--- config.mk ---
export PLATFORM = sky130hd
export DESIGN_NAME = bisulfite_directional_hit_scorer_top_flat
export DESIGN_NICKNAME = d
export VERILOG_FILES = /design/src/rtl/bdhs_pkg.sv /design/src/rtl/bdhs_if.sv /design/src/rtl/bdhs_accum.sv /design/src/rtl/bdhs_result.sv /design/src/rtl/bisulfite_directional_hit_scorer_top.sv /design/src/flat_wrapper.sv
export SDC_FILE = /design/constraint.sdc
export NUM_CORES = 1
export LEC_CHECK = 0
export ABC_CLOCK_PERIOD_IN_PS = 8500
export BUFFER_PORTS_ARGS = -buffer_cell sky130_fd_sc_hd__buf_2
export CAP_MARGIN = 20
export CORE_ASPECT_RATIO = 1.5
export CORE_MARGIN = 2
export CORE_UTILIZATION = 51
export CTS_CLUSTER_SIZE = 28
export DETAILED_ROUTE_END_ITERATION = 8
export PLACE_DENSITY = 0.7
export SYNTH_ARGS = -nofsm -noshare
export SYNTH_HDL_FRONTEND = slang
export SYNTH_SLANG_ARGS = --single-unit
--- constraint.sdc ---
create_clock -name clock -period 8.5 [get_ports clock]
set_input_delay 0.425 -clock clock [delete_from_list [all_inputs] [get_ports clock]]
set_output_delay 0.425 -clock clock [all_outputs]
set_load 0.02 [all_outputs]
--- src/rtl/bdhs_pkg.sv ---
// Shared types and constants for the bisulfite directional hit scorer.
// No dependencies; every other file of the block uses this package.
`timescale 1ns / 1ps

package bdhs_pkg;

   // Field widths of the request and response items
   localparam int COUNT_BITS_DEFAULT = 20;
   localparam int CMD_W   = 3;
   localparam int BASE_W  = 8;
   localparam int LEN_W   = 28;
   localparam int SCORE_W = 22;
   localparam int FIELD_W = 20;

   // Alignment event codes; codes above CMD_IGNORE behave like it
   typedef enum logic [CMD_W-1:0] {
      CMD_MATCH  = 3'd0,
      CMD_INSERT = 3'd1,
      CMD_CLIP   = 3'd2,
      CMD_DELETE = 3'd3,
      CMD_SKIP   = 3'd4,
      CMD_IGNORE = 3'd5
   } cmd_type;

   // Positions of the counters in the counter bank
   localparam int CNT_MATCH    = 0;
   localparam int CNT_EXPECT   = 1;
   localparam int CNT_WRONG    = 2;
   localparam int CNT_INDEL    = 3;
   localparam int CNT_CONV_A   = 4;
   localparam int CNT_CONV_B   = 5;
   localparam int CNT_UNCONV_A = 6;
   localparam int CNT_UNCONV_B = 7;
   localparam int CNT_SKIPPED  = 8;
   localparam int NUM_CNT      = 9;

   // ASCII base letters
   localparam logic [BASE_W-1:0] BASE_A = 8'h41;
   localparam logic [BASE_W-1:0] BASE_C = 8'h43;
   localparam logic [BASE_W-1:0] BASE_G = 8'h47;
   localparam logic [BASE_W-1:0] BASE_T = 8'h54;

endpackage

--- src/rtl/bdhs_if.sv ---
// Request and response channel interfaces of the hit scorer.
// Depends on bdhs_pkg for the field widths.
`timescale 1ns / 1ps

interface bdhs_req_if;
   logic                             valid;
   logic                             ready;
   logic [bdhs_pkg::CMD_W-1:0]       cmd;
   logic [bdhs_pkg::BASE_W-1:0]      ref_base;
   logic [bdhs_pkg::BASE_W-1:0]      query_base;
   logic [bdhs_pkg::LEN_W-1:0]       run_length;
   logic                             last;

   modport source (output valid, cmd, ref_base, query_base, run_length, last,
                   input ready);
   modport sink   (input valid, cmd, ref_base, query_base, run_length, last,
                   output ready);
endinterface

interface bdhs_rsp_if;
   logic                               valid;
   logic                               ready;
   logic signed [bdhs_pkg::SCORE_W-1:0] hit_score;
   logic [bdhs_pkg::FIELD_W-1:0]       bad_mismatches;
   logic [bdhs_pkg::FIELD_W-1:0]       conv_first;
   logic [bdhs_pkg::FIELD_W-1:0]       unconv_first;
   logic [bdhs_pkg::FIELD_W-1:0]       conv_second;
   logic [bdhs_pkg::FIELD_W-1:0]       unconv_second;
   logic [bdhs_pkg::FIELD_W-1:0]       wrong_count;
   logic [bdhs_pkg::FIELD_W-1:0]       noncounted_bases;

   modport source (output valid, hit_score, bad_mismatches, conv_first, unconv_first,
                   conv_second, unconv_second, wrong_count, noncounted_bases,
                   input ready);
   modport sink   (input valid, hit_score, bad_mismatches, conv_first, unconv_first,
                   conv_second, unconv_second, wrong_count, noncounted_bases,
                   output ready);
endinterface

--- src/rtl/bdhs_accum.sv ---
// Input register, column classifier and saturating counter bank.
// Depends on bdhs_pkg and bdhs_req_if; hands a counter snapshot to bdhs_result.
`timescale 1ns / 1ps

module bdhs_accum #(
   parameter int COUNT_BITS = bdhs_pkg::COUNT_BITS_DEFAULT
) (
   input  logic                clock,
   input  logic                reset,
   bdhs_req_if.sink            req_chan,
   input  logic                csr_wr_en,
   input  logic                csr_wr_data,
   output logic                snap_valid,
   input  logic                snap_take,
   output logic [bdhs_pkg::NUM_CNT-1:0][COUNT_BITS-1:0] snap_count
);

   localparam int LEN_W   = bdhs_pkg::LEN_W;
   localparam int NUM_CNT = bdhs_pkg::NUM_CNT;
   localparam int SUM_W   = ((COUNT_BITS > LEN_W) ? COUNT_BITS : LEN_W) + 1;
   localparam logic [COUNT_BITS-1:0] CNT_MAX = '1;
   localparam logic [LEN_W-1:0]      ONE     = LEN_W'(1);

   logic                              orient_ff;
   logic                              a_valid_ff;
   bdhs_pkg::cmd_type                 a_cmd_ff;
   logic [bdhs_pkg::BASE_W-1:0]       a_ref_ff;
   logic [bdhs_pkg::BASE_W-1:0]       a_qry_ff;
   logic [LEN_W-1:0]                  a_len_ff;
   logic                              a_last_ff;
   logic                              snap_valid_ff;
   logic [NUM_CNT-1:0][COUNT_BITS-1:0] count_ff;
   logic [NUM_CNT-1:0][COUNT_BITS-1:0] count_in;
   logic [NUM_CNT-1:0][COUNT_BITS-1:0] snap_count_ff;
   logic [NUM_CNT-1:0][LEN_W-1:0]     inc;
   logic                              snap_free;
   logic                              a_advance;
   logic                              req_accept;
   logic [bdhs_pkg::BASE_W-1:0]       unconv_first;
   logic [bdhs_pkg::BASE_W-1:0]       unconv_second;
   logic [bdhs_pkg::BASE_W-1:0]       yield_first;
   logic                              expected;

   // Advance the held request unless it closes a hit and the snapshot slot is busy
   assign snap_free      = !snap_valid_ff || snap_take;
   assign a_advance      = a_valid_ff && (!a_last_ff || snap_free);
   assign req_chan.ready = !a_valid_ff || a_advance;
   assign req_accept     = req_chan.valid && req_chan.ready;
   assign snap_valid     = snap_valid_ff;
   assign snap_count     = snap_count_ff;

   // Pick the orientation-dependent letters
   always_comb begin
      unconv_first  = orient_ff ? bdhs_pkg::BASE_A : bdhs_pkg::BASE_T;
      unconv_second = orient_ff ? bdhs_pkg::BASE_C : bdhs_pkg::BASE_G;
      yield_first   = orient_ff ? bdhs_pkg::BASE_G : bdhs_pkg::BASE_A;
      if (orient_ff) begin
         expected = (a_ref_ff == bdhs_pkg::BASE_C && a_qry_ff == bdhs_pkg::BASE_T) ||
                    (a_ref_ff == bdhs_pkg::BASE_A && a_qry_ff == bdhs_pkg::BASE_G);
      end else begin
         expected = (a_ref_ff == bdhs_pkg::BASE_G && a_qry_ff == bdhs_pkg::BASE_A) ||
                    (a_ref_ff == bdhs_pkg::BASE_T && a_qry_ff == bdhs_pkg::BASE_C);
      end
   end

   // Classify the event into per-counter increments
   always_comb begin
      inc = '0;
      unique case (a_cmd_ff)
         bdhs_pkg::CMD_MATCH: begin
            if (a_ref_ff == a_qry_ff) begin
               inc[bdhs_pkg::CNT_MATCH] = ONE;
               if (a_qry_ff == unconv_first) begin
                  inc[bdhs_pkg::CNT_UNCONV_A] = ONE;
               end else if (a_qry_ff == unconv_second) begin
                  inc[bdhs_pkg::CNT_UNCONV_B] = ONE;
               end
            end else if (expected) begin
               inc[bdhs_pkg::CNT_EXPECT] = ONE;
               if (a_qry_ff == yield_first) begin
                  inc[bdhs_pkg::CNT_CONV_A] = ONE;
               end else begin
                  inc[bdhs_pkg::CNT_CONV_B] = ONE;
               end
            end else begin
               inc[bdhs_pkg::CNT_WRONG] = ONE;
            end
         end
         bdhs_pkg::CMD_INSERT, bdhs_pkg::CMD_DELETE: begin
            inc[bdhs_pkg::CNT_SKIPPED] = a_len_ff;
            inc[bdhs_pkg::CNT_INDEL]   = a_len_ff;
         end
         bdhs_pkg::CMD_CLIP: begin
            inc[bdhs_pkg::CNT_SKIPPED] = a_len_ff;
         end
         default: begin
         end
      endcase
   end

   // Saturating add, one per counter
   always_comb begin
      logic [SUM_W-1:0] sum;
      for (int k = 0; k < NUM_CNT; k++) begin
         sum = SUM_W'(count_ff[k]) + SUM_W'(inc[k]);
         count_in[k] = (sum > SUM_W'(CNT_MAX)) ? CNT_MAX : sum[COUNT_BITS-1:0];
      end
   end

   // Control state, orientation and counters
   always_ff @(posedge clock) begin
      if (reset) begin
         orient_ff     <= 1'b1;
         a_valid_ff    <= 1'b0;
         snap_valid_ff <= 1'b0;
         count_ff      <= '0;
      end else begin
         if (csr_wr_en) begin
            orient_ff <= csr_wr_data;
         end
         if (req_accept) begin
            a_valid_ff <= 1'b1;
         end else if (a_advance) begin
            a_valid_ff <= 1'b0;
         end
         if (a_advance) begin
            count_ff <= a_last_ff ? '0 : count_in;
         end
         if (a_advance && a_last_ff) begin
            snap_valid_ff <= 1'b1;
         end else if (snap_take) begin
            snap_valid_ff <= 1'b0;
         end
      end
   end

   // Hold request payload and the closing snapshot
   always_ff @(posedge clock) begin
      if (req_accept) begin
         a_cmd_ff  <= bdhs_pkg::cmd_type'(req_chan.cmd);
         a_ref_ff  <= req_chan.ref_base;
         a_qry_ff  <= req_chan.query_base;
         a_len_ff  <= req_chan.run_length;
         a_last_ff <= req_chan.last;
      end
      if (a_advance && a_last_ff) begin
         snap_count_ff <= count_in;
      end
   end

endmodule

--- src/rtl/bdhs_result.sv ---
// Score formation, field clipping and the response register.
// Depends on bdhs_pkg and bdhs_rsp_if; takes snapshots from bdhs_accum.
`timescale 1ns / 1ps

module bdhs_result #(
   parameter int COUNT_BITS = bdhs_pkg::COUNT_BITS_DEFAULT
) (
   input  logic                clock,
   input  logic                reset,
   input  logic                snap_valid,
   output logic                snap_take,
   input  logic [bdhs_pkg::NUM_CNT-1:0][COUNT_BITS-1:0] snap_count,
   bdhs_rsp_if.source          rsp_chan
);

   localparam int SCORE_W = bdhs_pkg::SCORE_W;
   localparam int FIELD_W = bdhs_pkg::FIELD_W;
   localparam int SW = (COUNT_BITS + 3 > SCORE_W + 1) ? COUNT_BITS + 3 : SCORE_W + 1;
   localparam int CW = (COUNT_BITS > FIELD_W) ? COUNT_BITS : FIELD_W;
   localparam logic signed [SW-1:0] SMAX = SW'(2 ** (SCORE_W - 1) - 1);
   localparam logic signed [SW-1:0] SMIN = -SMAX - SW'(1);
   localparam logic [CW-1:0]        FIELD_MAX = CW'({FIELD_W{1'b1}});

   logic                      rsp_valid_ff;
   logic signed [SCORE_W-1:0] hit_score_ff;
   logic signed [SCORE_W-1:0] hit_score_in;
   logic [FIELD_W-1:0]        bad_ff;
   logic [FIELD_W-1:0]        conv_first_ff;
   logic [FIELD_W-1:0]        unconv_first_ff;
   logic [FIELD_W-1:0]        conv_second_ff;
   logic [FIELD_W-1:0]        unconv_second_ff;
   logic [FIELD_W-1:0]        noncounted_ff;
   logic signed [SW-1:0]      score_raw;

   function automatic logic signed [SW-1:0] widen(input logic [COUNT_BITS-1:0] v);
      widen = signed'(SW'(v));
   endfunction

   function automatic logic [FIELD_W-1:0] clip(input logic [COUNT_BITS-1:0] v);
      logic [CW-1:0] w;
      w    = CW'(v);
      clip = (w > FIELD_MAX) ? {FIELD_W{1'b1}} : w[FIELD_W-1:0];
   endfunction

   // Load a snapshot when the response register is empty or draining
   assign snap_take = snap_valid && (!rsp_valid_ff || rsp_chan.ready);

   // Form and clamp the score
   always_comb begin
      score_raw = widen(snap_count[bdhs_pkg::CNT_MATCH])
                + widen(snap_count[bdhs_pkg::CNT_EXPECT])
                - widen(snap_count[bdhs_pkg::CNT_WRONG])
                - widen(snap_count[bdhs_pkg::CNT_INDEL]);
      priority if (score_raw > SMAX) begin
         hit_score_in = SMAX[SCORE_W-1:0];
      end else if (score_raw < SMIN) begin
         hit_score_in = SMIN[SCORE_W-1:0];
      end else begin
         hit_score_in = score_raw[SCORE_W-1:0];
      end
   end

   always_ff @(posedge clock) begin
      if (reset) begin
         rsp_valid_ff <= 1'b0;
      end else if (snap_take) begin
         rsp_valid_ff <= 1'b1;
      end else if (rsp_chan.ready) begin
         rsp_valid_ff <= 1'b0;
      end
   end

   // Hold response payload
   always_ff @(posedge clock) begin
      if (snap_take) begin
         hit_score_ff     <= hit_score_in;
         bad_ff           <= clip(snap_count[bdhs_pkg::CNT_WRONG]);
         conv_first_ff    <= clip(snap_count[bdhs_pkg::CNT_CONV_A]);
         unconv_first_ff  <= clip(snap_count[bdhs_pkg::CNT_UNCONV_A]);
         conv_second_ff   <= clip(snap_count[bdhs_pkg::CNT_CONV_B]);
         unconv_second_ff <= clip(snap_count[bdhs_pkg::CNT_UNCONV_B]);
         noncounted_ff    <= clip(snap_count[bdhs_pkg::CNT_SKIPPED]);
      end
   end

   assign rsp_chan.valid            = rsp_valid_ff;
   assign rsp_chan.hit_score        = hit_score_ff;
   assign rsp_chan.bad_mismatches   = bad_ff;
   assign rsp_chan.conv_first       = conv_first_ff;
   assign rsp_chan.unconv_first     = unconv_first_ff;
   assign rsp_chan.conv_second      = conv_second_ff;
   assign rsp_chan.unconv_second    = unconv_second_ff;
   assign rsp_chan.wrong_count      = bad_ff;
   assign rsp_chan.noncounted_bases = noncounted_ff;

endmodule

--- src/rtl/bisulfite_directional_hit_scorer_top.sv ---
// A last request passes the input register, snapshot slot and response register.
// Throughput: one request per cycle while nothing stalls; input register, counter
// bank and response register each pass one item per cycle, snapshot slot between.
// Reset (synchronous): counters clear, channels empty, orientation_one set to 1.
// Depends on bdhs_pkg, bdhs_if, bdhs_accum and bdhs_result.
`timescale 1ns / 1ps

module bisulfite_directional_hit_scorer_top #(
   parameter int COUNT_BITS = bdhs_pkg::COUNT_BITS_DEFAULT
) (
   input  logic       clock,
   input  logic       reset,
   bdhs_req_if.sink   req_chan,
   bdhs_rsp_if.source rsp_chan,
   input  logic       csr_wr_en,
   input  logic       csr_wr_data
);

   logic                                         snap_valid;
   logic                                         snap_take;
   logic [bdhs_pkg::NUM_CNT-1:0][COUNT_BITS-1:0] snap_count;

   // Accumulate events of the current hit
   bdhs_accum #(.COUNT_BITS(COUNT_BITS)) u_accum (
      .clock       (clock),
      .reset       (reset),
      .req_chan    (req_chan),
      .csr_wr_en   (csr_wr_en),
      .csr_wr_data (csr_wr_data),
      .snap_valid  (snap_valid),
      .snap_take   (snap_take),
      .snap_count  (snap_count)
   );

   // Turn a closed hit into a response
   bdhs_result #(.COUNT_BITS(COUNT_BITS)) u_result (
      .clock      (clock),
      .reset      (reset),
      .snap_valid (snap_valid),
      .snap_take  (snap_take),
      .snap_count (snap_count),
      .rsp_chan   (rsp_chan)
   );

endmodule

--- src/flat_wrapper.sv ---
// flat-port wrapper written by rule: the top's interface ports become plain ports
module bisulfite_directional_hit_scorer_top_flat 
#(
   parameter int COUNT_BITS = bdhs_pkg::COUNT_BITS_DEFAULT
)
  (clock, reset, csr_wr_en, csr_wr_data, req_chan_valid, req_chan_cmd, req_chan_ref_base, req_chan_query_base, req_chan_run_length, req_chan_last, req_chan_ready, rsp_chan_valid, rsp_chan_hit_score, rsp_chan_bad_mismatches, rsp_chan_conv_first, rsp_chan_unconv_first, rsp_chan_conv_second, rsp_chan_unconv_second, rsp_chan_wrong_count, rsp_chan_noncounted_bases, rsp_chan_ready);
  bdhs_req_if req_chan_i ();
  bdhs_rsp_if rsp_chan_i ();
  input  logic clock;
  input  logic reset;
  input  logic csr_wr_en;
  input  logic csr_wr_data;
  input wire logic [$bits(req_chan_i.valid)-1:0] req_chan_valid;
  input wire logic [$bits(req_chan_i.cmd)-1:0] req_chan_cmd;
  input wire logic [$bits(req_chan_i.ref_base)-1:0] req_chan_ref_base;
  input wire logic [$bits(req_chan_i.query_base)-1:0] req_chan_query_base;
  input wire logic [$bits(req_chan_i.run_length)-1:0] req_chan_run_length;
  input wire logic [$bits(req_chan_i.last)-1:0] req_chan_last;
  output wire logic [$bits(req_chan_i.ready)-1:0] req_chan_ready;
  output wire logic [$bits(rsp_chan_i.valid)-1:0] rsp_chan_valid;
  output wire logic [$bits(rsp_chan_i.hit_score)-1:0] rsp_chan_hit_score;
  output wire logic [$bits(rsp_chan_i.bad_mismatches)-1:0] rsp_chan_bad_mismatches;
  output wire logic [$bits(rsp_chan_i.conv_first)-1:0] rsp_chan_conv_first;
  output wire logic [$bits(rsp_chan_i.unconv_first)-1:0] rsp_chan_unconv_first;
  output wire logic [$bits(rsp_chan_i.conv_second)-1:0] rsp_chan_conv_second;
  output wire logic [$bits(rsp_chan_i.unconv_second)-1:0] rsp_chan_unconv_second;
  output wire logic [$bits(rsp_chan_i.wrong_count)-1:0] rsp_chan_wrong_count;
  output wire logic [$bits(rsp_chan_i.noncounted_bases)-1:0] rsp_chan_noncounted_bases;
  input wire logic [$bits(rsp_chan_i.ready)-1:0] rsp_chan_ready;
  assign req_chan_i.valid = req_chan_valid;
  assign req_chan_i.cmd = req_chan_cmd;
  assign req_chan_i.ref_base = req_chan_ref_base;
  assign req_chan_i.query_base = req_chan_query_base;
  assign req_chan_i.run_length = req_chan_run_length;
  assign req_chan_i.last = req_chan_last;
  assign req_chan_ready = req_chan_i.ready;
  assign rsp_chan_valid = rsp_chan_i.valid;
  assign rsp_chan_hit_score = rsp_chan_i.hit_score;
  assign rsp_chan_bad_mismatches = rsp_chan_i.bad_mismatches;
  assign rsp_chan_conv_first = rsp_chan_i.conv_first;
  assign rsp_chan_unconv_first = rsp_chan_i.unconv_first;
  assign rsp_chan_conv_second = rsp_chan_i.conv_second;
  assign rsp_chan_unconv_second = rsp_chan_i.unconv_second;
  assign rsp_chan_wrong_count = rsp_chan_i.wrong_count;
  assign rsp_chan_noncounted_bases = rsp_chan_i.noncounted_bases;
  assign rsp_chan_i.ready = rsp_chan_ready;
  bisulfite_directional_hit_scorer_top #(.COUNT_BITS(COUNT_BITS)) u_core (.clock(clock), .reset(reset), .req_chan(req_chan_i), .rsp_chan(rsp_chan_i), .csr_wr_en(csr_wr_en), .csr_wr_data(csr_wr_data));
endmodule
==> results of run 1 <==
==> synthesized netlist by cell type, types with 24 or more instances <==
cell / count / area (um^2)
edfxtp_1: 370 / 11100
nand2_1: 275 / 1030
nor2_1: 229 / 860
clkbuf_1: 205 / 769
dfxtp_1: 184 / 3680
a22oi_1: 149 / 1120
inv_1: 131 / 492
a21oi_1: 114 / 571
ha_1: 95 / 1190
xor2_1: 95 / 832
xnor2_1: 84 / 736
nand3_1: 67 / 335
and2_1: 58 / 363
o21ai_0: 54 / 270
and3_1: 42 / 263
nand2b_1: 41 / 257
a21o_1: 37 / 278
a311oi_1: 36 / 315
nand4_1: 25 / 156
nor2b_1: 25 / 156
a31oi_1: 24 / 150
==> worst max path at each step <==
stage / from / endpoint / slack (ns) / cells after the start
floorplan: u_core.u_result.rsp_chan.valid$_SDFFE_PP0P_ / u_core.u_result.rsp_chan.bad_mismatches[0]$_SDFFCE_PN1P_ / 1.00 / 2
global placement: u_core.u_accum.snap_count[2]$_DFFE_PP_ / u_core.u_result.rsp_chan.hit_score[2]$_SDFFCE_PN1P_ / 3.02 / 18
detailed placement: u_core.u_accum.snap_count[2]$_DFFE_PP_ / u_core.u_result.rsp_chan.hit_score[0]$_SDFFCE_PN1P_ / 2.81 / 18
CTS: u_core.u_accum.snap_count[2]$_DFFE_PP_ / u_core.u_result.rsp_chan.hit_score[0]$_SDFFCE_PN1P_ / 2.81 / 18
global route: u_core.u_accum.snap_count[1]$_DFFE_PP_ / u_core.u_result.rsp_chan.hit_score[4]$_SDFFCE_PN1P_ / 2.26 / 22
finish: u_core.u_accum.snap_count[2]$_DFFE_PP_ / u_core.u_result.rsp_chan.hit_score[0]$_SDFFCE_PN1P_ / 2.71 / 18
==> critical path: stages, from the launching register on <==
cell,delay (ns)
edfxtp_1,0.33
inv_1,0.06
fa_1,0.54
inv_1,0.05
ha_1,0.33
nor2b_1,0.16
o2111a_1,0.25
o31a_1,0.31
o31ai_1,0.40
nand2_1,0.19
xor2_1,0.19
ha_1,0.35
a211oi_1,0.32
a21boi_0,0.22
a311oi_1,0.12
a221o_1,0.50
a2111oi_2,0.94
nand2_1,0.19
o221ai_1,0.16
==> cells by family after synthesis <==
group,count (synthesis),synth area share (%)
AO/OA/AOI/OAI,519,13.5
XOR/XNOR,179,5.78
adder cells (fa/ha/maj),118,6.07
buffers and inverters,373,5.54
flip-flops,554,54.5
multiplexers,9,0.396
AND/OR/NAND/NOR,822,14.2
==> metal layers <==
layer  vias up  global-route usage, %  part of all wire, %
li1       9267                      -                    -
met1      9218                   25.9                   41
met2       513                   38.4                   51
met3       137                   2.59                  4.4
met4         0                   9.05                  4.1
met5         -                      0                    0
==> state kept, by name (all words and copies together), names as in the netlist <==
| signal | count |
|---|---|
| u_core.u_accum.a_len_ff | 28 |
| u_core.u_result.rsp_chan.conv_first | 20 |
| u_core.u_result.rsp_chan.valid | 1 |
| u_core.u_accum.a_qry_ff | 8 |
| u_core.u_result.rsp_chan.hit_score | 22 |
| u_core.u_accum.count_ff | 180 |
| u_core.u_result.rsp_chan.unconv_second | 20 |
| u_core.u_result.rsp_chan.noncounted_bases | 20 |
| u_core.u_accum.snap_valid | 1 |
| u_core.u_result.rsp_chan.unconv_first | 20 |
| u_core.u_result.rsp_chan.conv_second | 20 |
| u_core.u_accum.a_ref_ff | 8 |
| u_core.u_accum.a_cmd_ff | 3 |
| u_core.u_accum.a_last_ff | 1 |
| u_core.u_accum.orient_ff | 1 |
| u_core.u_accum.a_valid_ff | 1 |
| u_core.u_result.rsp_chan.bad_mismatches | 20 |
| u_core.u_accum.snap_count | 180 |
==> stage by stage <==
stage	hold slack (ns)	cells	total power, mW	cell area, um^2
after floorplan	0.436	2574	3.37	27100
after global placement	0.401	3246	3.48	28300
after detailed placement	0.405	3246	3.50	28300
after CTS	0.00197	3387	5.78	30400
after global routing	0.00525	3388	5.94	30400
final	0.0332	3388	5.72	30400
==> layout make-up <==
| type | count | area, um^2 | share of cell area [%] |
|---|---|---|---|
| clock buffers | 65 | 1370 | 4.51 |
| clock inverters | 29 | 262 | 0.860 |
| inverters | 131 | 492 | 1.62 |
| multi-input cells | 1647 | 10900 | 35.9 |
| flip-flops and latches | 554 | 14800 | 48.7 |
| well taps | 682 | 853 | 2.81 |
| repair buffers | 280 | 1720 | 5.66 |
==> timing repair <==
| action | CTS | global route |
|---|---|---|
| setup buffers | 0 | 0 |
| hold buffers | 47 | 0 |
| hold endpoints to repair | 47 | 0 |
==> power by group through the flow <==
stage / combinational, mW / clock (mW) / sequential, mW
global route: 0.551 / 2.42 / 2.97
finish: 0.495 / 2.26 / 2.96
global placement: 0.463 / 0 / 3.02
detailed placement: 0.475 / 0 / 3.02
CTS: 0.493 / 2.33 / 2.96
floorplan: 0.353 / 0 / 3.02
==> metrics, run 1 <==
Antenna Violating Nets Remaining=0; critical-path maximum fanout=10; GP Congestion=0.887; clk buf depth=3; Horiz. Die Dim=192 um; Sequential Power Share=51.8%; Syn Area/Cell=10.5 um^2; Post-CTS Resized=0; Gate power share=8.7%; Fmax=173 MHz; Worst VDD drop=0.168 mV; Synth Flop Type=edfxtp_1; Worst R2R End=u_core.u_result.rsp_chan.hit_score[0]$_SDFFCE_PN1P_; DR vias/cell=5.65; drt pass-1 iters=5; Tcrit/Tclk final=68.1%; root buffer cell=clkbuf_16; via count=19,135; sequential fraction of the synthesis area=54.5%; CTS sink count=554; PnR worst setup slack=2.71 ns; most frequent cells in the layout=370 x edfxtp_1, 274 x nand2_1, 228 x nor2_1; Cell Area, Synth=27,100 um^2; CTS Buf Count=50; actual slew at the worst max-slew pin=1.08 ns; FILL cells=4,420; GR Overflow Total=0; FFs w/ async S/R, synth=0%; H-tree depth=2; chip height=287 um; final hold vios=0; IO buf count=217; hold_sp=req_chan_ref_base[7]; RSZ-0062 raised after global routing=no; Die ar.=55,100 um^2; Internal=4.37 mW; setup tns final=0 ns; Remaining DRCs=0; CTS tree=done; Setup crit start kind=flip-flop; HPWL Detailed=41.0 mm; WL/cell=17.5 um; Clock Latency Late Sink=0.60 ns; number of global-route vias before repair=18,841; cells after synthesis=2,574; Hold Crit Depth=1; Mapped Nets=2,746; PwrDens=188 nW/um^2; R2R depth=18; most common cell after layout, fill and taps aside=edfxtp_1; clock-pin slew of the registers on the worst-case setup and hold paths=0.06 ns; Iteration-0 DRC Markers=1,388; WHS Endpoint=u_core.u_accum.a_ref_ff[7]$_DFFE_PP_; Place WS=2.81 ns; FF-to-FF Start=u_core.u_accum.snap_count[2]$_DFFE_PP_; Core ar.=52,600 um^2; sw power=1.34 mW; first-pass GRT wire length=95.4 mm; switching share of power=23.5%; Slew Limit Fails=0; Worst EP required=8.90 ns; endpoints failing setup=0; antenna violations before repair=1; largest net degree at the start of global routing=124; outcome=finished clean; crit end category=flip-flop; initial core utilization=51.6%; arrival time at the worst endpoint=6.20 ns; Yosys reg bits=554; Area growth syn-to-layout=11.9%; GRT Total Usage=21.5%; clock network power share=39.5%; clk_skew=0.0232 ns; CP Class=reg -> reg; max cap viols=0; Relative slew margins=27.8%; DRT Wirelength=59.2 mm; final net count=2,836; I/O Pins=218; Hold Path Class=in -> reg; antenna fix cells=0; Tmin final=5.79 ns; P_leak=12.6 nW; Ys Warns=0; Cell variety after synth=84; Post-synth EDFFs=370; share of layout cells above drive strength 1=12.6%; final core occ=57.8%; Site Rows=103; reg-to-reg slack, setup=2.71 ns
No activity file was read; power rests on OpenSTA's default activity.
==> run 2, diff against run 1 <==
--- a/config.mk
+++ b/config.mk
@@ -5,7 +5,7 @@
 export SDC_FILE = /design/constraint.sdc
 export NUM_CORES = 1
 export LEC_CHECK = 0
-export ABC_CLOCK_PERIOD_IN_PS = 8500
+export ABC_CLOCK_PERIOD_IN_PS = 5100
 export BUFFER_PORTS_ARGS = -buffer_cell sky130_fd_sc_hd__buf_2
 export CAP_MARGIN = 20
 export CORE_ASPECT_RATIO = 1.5
@@ -13,7 +13,7 @@
 export CORE_UTILIZATION = 51
 export CTS_CLUSTER_SIZE = 28
 export DETAILED_ROUTE_END_ITERATION = 8
-export PLACE_DENSITY = 0.7
+export PLACE_DENSITY = 0.72
 export SYNTH_ARGS = -nofsm -noshare
 export SYNTH_HDL_FRONTEND = slang
 export SYNTH_SLANG_ARGS = --single-unit
==> constraint.sdc (replaced) <==
create_clock -name clock -period 5.1 [get_ports clock]
set_input_delay 0.255 -clock clock [delete_from_list [all_inputs] [get_ports clock]]
set_output_delay 0.255 -clock clock [all_outputs]
set_load 0.02 [all_outputs]
==> metrics, run 2 (synthesized netlist as in run 1, its figures left out) <==
outcome=finished clean; GR Overflow Total=0 (unchanged); first-pass GRT wire length=95.3 mm (-0.13%); drt pass-1 iters=5 (unchanged); Place WS=-0.0198 ns (-2.83 ns); Max stage delay on crit path=0.59 ns (-0.35 ns); R2R depth=22 (+4); DRT Wirelength=59.8 mm (+0.88%); Slew Limit Fails=0 (unchanged); endpoints failing setup=0 (unchanged); RSZ-0062 raised after global routing=yes; crit end category=flip-flop; crit-path cells=fa_2 -> inv_2 -> ha_4 -> a21o_1 -> a21o_1 -> a21oi_2 -> nor2b_2 -> o21ai_1 -> nand2b_1 -> a21oi_2 -> xnor2_2 -> ha_1 -> a21o_1 -> a21oi_2 -> o211ai_1 -> a21boi_2 -> a311oi_2 -> a221o_1 -> a211o_1 -> mux2i_4 -> clkbuf_16 -> o21ai_0; CTS Buf Count=50 (unchanged); P_leak=12.8 nW (+1.6%); HPWL Detailed=41.6 mm (+1.4%); CTS sink count=554 (unchanged); actual slew at the worst max-slew pin=1.10 ns (+0.0237 ns); initial core utilization=51.6% (unchanged); Worst EP required=5.43 ns (-3.47 ns); clk_skew=0.0199 ns (-0.00324 ns); Core ar.=52,600 um^2 (unchanged); root buffer cell=clkbuf_16; FILL cells=4,324 (-2.2%); WHS Endpoint=u_core.u_result.rsp_chan.valid$_SDFFE_PP0P_; max cap viols=0 (unchanged); Buf/Inv on CP=2 (unchanged); Iteration-0 DRC Markers=1,297 (-6.6%); Clock Latency Late Sink=0.59 ns (about the same); Area growth syn-to-layout=13.8%; Site Rows=103 (unchanged); largest net degree at the start of global routing=221 (+78%); Horiz. Die Dim=192 um (unchanged); I/O Pins=218 (unchanged); antenna violations before repair=1 (unchanged); final hold vios=0 (unchanged); Hold Crit Depth=2 (+1); FF-to-FF Start=u_core.u_accum.snap_count[41]$_DFFE_PP_; clock-pin slew of the registers on the worst-case setup and hold paths=0.07 ns (about the same); GP Congestion=0.889 (+0.20%); Antenna Violating Nets Remaining=0 (unchanged); antenna fix cells=0 (unchanged); Final Cell Area=30,900 um^2 (+1.7%); DR vias/cell=5.65 (about the same); most frequent cells in the layout=370 x edfxtp_1, 273 x nand2_1, 227 x nor2_1; Setup crit start kind=flip-flop; PwrDens=307 nW/um^2 (+63%); DR WL met2=31.0 mm (+2.6%); critical-path maximum fanout=8 (-2); chip height=287 um (unchanged); Tmin final=4.99 ns (-0.799 ns); CP Class=reg -> reg; Worst VDD drop=0.276 mV (+65%); Worst Setup SP=u_core.u_accum.snap_count[41]$_DFFE_PP_; clk buf depth=3 (unchanged); CTS tree=done; Remaining DRCs=0 (unchanged); most common cell after layout, fill and taps aside=edfxtp_1; Metal-1 WL=23.7 mm (-1.1%); GRT Total Usage=21.5% (about the same); WL/cell=17.4 um (-0.24%); number of global-route vias before repair=18,976 (+0.72%); Hold Path Class=in -> reg; arrival time at the worst endpoint=5.32 ns (-0.88 ns); IO buf count=217 (unchanged); share of layout cells above drive strength 1=14.9% (+2.3 points); Area after DPL=28,500 um^2 (+0.66%); PnR worst setup slack=0.107 ns (-2.60 ns); final core occ=58.8% (+0.98 points); Worst R2R End=u_core.u_result.rsp_chan.hit_score[14]$_SDFFCE_PN1P_; Min Hold Slack=0.158 ns (+0.125 ns); hold_sp=reset; Die ar.=55,100 um^2 (unchanged); reg-to-reg slack, setup=0.11 ns (-2.60 ns); final net count=2,874 (+1.3%); Fmax=200 MHz (+16%); Highest Signal Layer=met4; Top delay family on crit path=compound AO/OA/AOI/OAI gates; H-tree depth=2 (unchanged); Relative slew margins=26.4% (-1.4 points); via count=19,367 (+1.2%); Tcrit/Tclk final=97.9% (+30 points); CP max stage cell=fa_2; metal3 WL=2.55 mm (-2.3%)
-- run 2: cell count changes in the layout (fill, tap and decap cells not counted), sizes merged --
cell	before	now
clkinvlp	0	5
clkinv	22	14
dlygate4sd3	47	52
bufinv	4	1
buf	233	264
clkbuf	65	76
inv	134	131
-- run 2: layout make-up --
type	instances	area, um^2	area share (%)
clock inverters	20	159	0.514
clock buffers	74	1450	4.70
inverters	131	492	1.59
well taps	682	853	2.76
multi-input cells	1647	11100	35.8
repair buffers	318	2100	6.78
flip-flops and latches	554	14800	47.9
-- run 2: report_power, final --
| part | switching [mW] | leakage [nW] | internal (mW) |
|---|---|---|---|
| registers | 0.0657 | 5.36 | 4.87 |
| clock network | 1.62 | 0.775 | 2.04 |
| logic | 0.546 | 6.64 | 0.355 |
-- run 2: worst max path at each step --
stage | endpoint | slack, ns | depth (start not counted)
after CTS | u_core.u_result.rsp_chan.hit_score[16]$_SDFFCE_PN1P_ | 0.003 | 23
final | u_core.u_result.rsp_chan.hit_score[14]$_SDFFCE_PN1P_ | 0.11 | 22
after floorplan | u_core.u_result.rsp_chan.hit_score[10]$_SDFFCE_PN1P_ | 0.08 | 19
after global routing | u_core.u_result.rsp_chan.hit_score[14]$_SDFFCE_PN1P_ | -0.13 | 22
after global placement | u_core.u_result.rsp_chan.hit_score[6]$_SDFFCE_PN1P_ | 0.06 | 23
after detailed placement | u_core.u_result.rsp_chan.hit_score[4]$_SDFFCE_PN1P_ | -0.02 | 23
-- run 2: per-layer routing --
layer	vias to the layer above	track usage (%)
li1	9334	-
met1	9295	25.5
met2	595	39.0
met3	143	2.46
met4	0	8.87
met5	-	0
-- run 2: what timing repair did --
action                                  4_1_cts  5_1_grt
endpoints found under the hold margin        51        0
endpoints found under the setup margin       19       35
gates cloned                                  0        3
buffers inserted                              0       10
gates resized for setup                       2       44
pin swaps                                     0       15
hold buffers                                 52        0
-- run 2: metrics by stage --
step,cells,total power [mW],setup TNS (ns)
after CTS,3412,9.55,0
final,3426,9.50,0
after global placement,3266,5.83,0
after floorplan,2574,5.61,0
after detailed placement,3266,5.85,-0.0847
after global routing,3426,9.88,-1.41
==> run 3, diff against run 2 <==
--- a/config.mk
+++ b/config.mk
@@ -14,6 +14,7 @@
 export CTS_CLUSTER_SIZE = 28
 export DETAILED_ROUTE_END_ITERATION = 8
 export PLACE_DENSITY = 0.72
+export SETUP_SLACK_MARGIN = 0.15
 export SYNTH_ARGS = -nofsm -noshare
 export SYNTH_HDL_FRONTEND = slang
 export SYNTH_SLANG_ARGS = --single-unit
==> metrics, run 3 (synthesized netlist as in run 1, its figures left out) <==
outcome=finished clean; crit end category=flip-flop; Iteration-0 DRC Markers=1,130 (-13%); Buf/Inv on CP=4 (+2); Clock Latency Late Sink=0.60 ns (about the same); H-tree depth=2 (unchanged); HPWL Detailed=41.9 mm (+0.78%); hold_sp=reset; Horiz. Die Dim=192 um (unchanged); most crowded layer after global routing=met2; Worst EP required=5.43 ns (about the same); final hold vios=0 (unchanged); Fmax=200 MHz (-0.12%); Remaining DRCs=0 (unchanged); number of global-route vias before repair=18,996 (+0.11%); GRT Total Usage=21.4% (-0.096 points); CTS sink count=554 (unchanged); Max stage delay on crit path=0.56 ns (-0.03 ns); Place WS=-0.0590 ns (-0.0392 ns); Top delay family on crit path=compound AO/OA/AOI/OAI gates; CP max stage cell=fa_1; Final Cell Area=30,900 um^2 (-0.17%); PnR worst setup slack=0.101 ns (-0.00598 ns); FF-to-FF Start=u_core.u_accum.snap_count[22]$_DFFE_PP_; drt pass-1 iters=5 (unchanged); arrival time at the worst endpoint=5.32 ns (about the same); Area growth syn-to-layout=13.7%; PwrDens=303 nW/um^2 (-1.3%); I/O Pins=218 (unchanged); DRT Wirelength=59.5 mm (-0.44%); Slew Limit Fails=0 (unchanged); CTS Buf Count=50 (unchanged); Antenna Violating Nets Remaining=0 (unchanged); reg-to-reg slack, setup=0.10 ns (about the same); IO buf count=217 (unchanged); CTS tree=done; most common cell after layout, fill and taps aside=edfxtp_1; max cap viols=0 (unchanged); Relative slew margins=45.1% (+19 points); WL/cell=17.3 um (-0.55%); Global Route met1 Usage=25.4% (-0.12 points); Tcrit/Tclk final=98.0% (+0.12 points); largest net degree at the start of global routing=146 (-34%); CP Class=reg -> reg; first-pass GRT wire length=95.2 mm (-0.15%); initial core utilization=51.6% (unchanged); GR Util met2=39.4% (+0.37 points); Worst Setup SP=u_core.u_accum.snap_count[22]$_DFFE_PP_; Hold Path Class=in -> reg; RSZ-0062 raised after global routing=yes; M3 GR Usage=2.27% (-0.18 points); via count=19,344 (-0.12%); Core ar.=52,600 um^2 (unchanged); DR vias/cell=5.64 (-0.24%); root buffer cell=clkbuf_16; GR Overflow Total=0 (unchanged); P_leak=12.7 nW (-0.21%); Site Rows=103 (unchanged); GP Congestion=0.941 (+5.9%); actual slew at the worst max-slew pin=0.823 ns (-0.281 ns); most frequent cells in the layout=370 x edfxtp_1, 273 x nand2_1, 227 x nor2_1; FILL cells=4,333 (+0.21%); clk buf depth=3 (unchanged); antenna violations before repair=0 (-1); endpoints failing setup=0 (unchanged); Setup crit start kind=flip-flop; chip height=287 um (unchanged); Area after DPL=28,400 um^2 (about the same); clock-pin slew of the registers on the worst-case setup and hold paths=0.07 ns (about the same); critical-path maximum fanout=8 (unchanged); Worst VDD drop=0.335 mV (+21%); share of layout cells above drive strength 1=14.7% (-0.13 points); crit-path cells=inv_1 -> fa_1 -> inv_2 -> ha_4 -> nor2b_2 -> o2111a_1 -> o31a_1 -> o31ai_4 -> nand2_2 -> xor2_2 -> ha_1 -> a211oi_2 -> a21boi_2 -> a311oi_2 -> a221o_1 -> a211o_1 -> mux2i_4 -> buf_6 -> buf_16 -> a211oi_1; Tmin final=5.00 ns (+0.00598 ns); final net count=2,878 (+0.14%); clk_skew=0.0251 ns (+0.00513 ns); Die ar.=55,100 um^2 (unchanged)
[run 3: final timing paths]
check,end,cells after the start
worst max register to register,u_core.u_result.rsp_chan.hit_score[5]$_SDFFCE_PN1P_,20
worst max-delay path,u_core.u_result.rsp_chan.hit_score[5]$_SDFFCE_PN1P_,20
worst min register to register,u_core.u_result.rsp_chan.unconv_second[5]$_SDFFCE_PN1P_,0
worst min-delay path,u_core.u_result.rsp_chan.valid$_SDFFE_PP0P_,2
[run 3: layout make-up]
cell class | count | area, um^2 | share of cell area, %
antenna | 1 | 2.50 | 0.00811
clock buffer | 64 | 1300 | 4.23
clock inverter | 29 | 201 | 0.653
inverter | 131 | 492 | 1.59
multi-input combinational | 1647 | 11100 | 36.0
sequential | 554 | 14800 | 47.9
tap | 682 | 853 | 2.77
timing repair buffer | 322 | 2110 | 6.85
[run 3: per-layer routing]
layer  vias up  wire [um]
met2       535      31200
met4         0       1980
li1       9346          -
met3       118       2450
met1      9345      23800
met5         -          0
[run 3: repair_timing]
item,CTS,global route
hold buffers,52,0
gates resized for setup,15,42
setup endpoints to repair,22,57
gates cloned,1,1
setup buffers,8,11
pin swaps,9,28
endpoints found under the hold margin,51,0
[run 3: metrics by stage]
step / cells / util (%) / power [mW] / setup TNS, ns / hold WS (ns)
global placement: 3262 / 54.1 / 5.83 / 0 / 0.401
detailed placement: 3262 / 54.1 / 5.85 / -0.463 / 0.405
floorplan: 2574 / - / 5.61 / 0 / 0.354
CTS: 3416 / 58.2 / 9.41 / 0 / 0.0135
global route: 3429 / 58.7 / 9.72 / -0.641 / 0.0439
finish: 3430 / 58.7 / 9.36 / 0 / 0.0386
[run 3: power breakdown]
group | internal [mW] | total, mW | switching, mW
registers | 4.87 | 4.94 | 0.0647
logic | 0.361 | 0.915 | 0.554
clock network | 1.87 | 3.50 | 1.63
[run 3: worst register-to-register path, delay by kind of cell (launching register included)]
kind	cells	cell delay [ns]
compound gates	9	2.19
xor+xnor	1	0.17
fa+ha+maj	3	1.14
buf+inv	4	0.39
flops	1	0.33
mux	1	0.21
simple gates	2	0.29
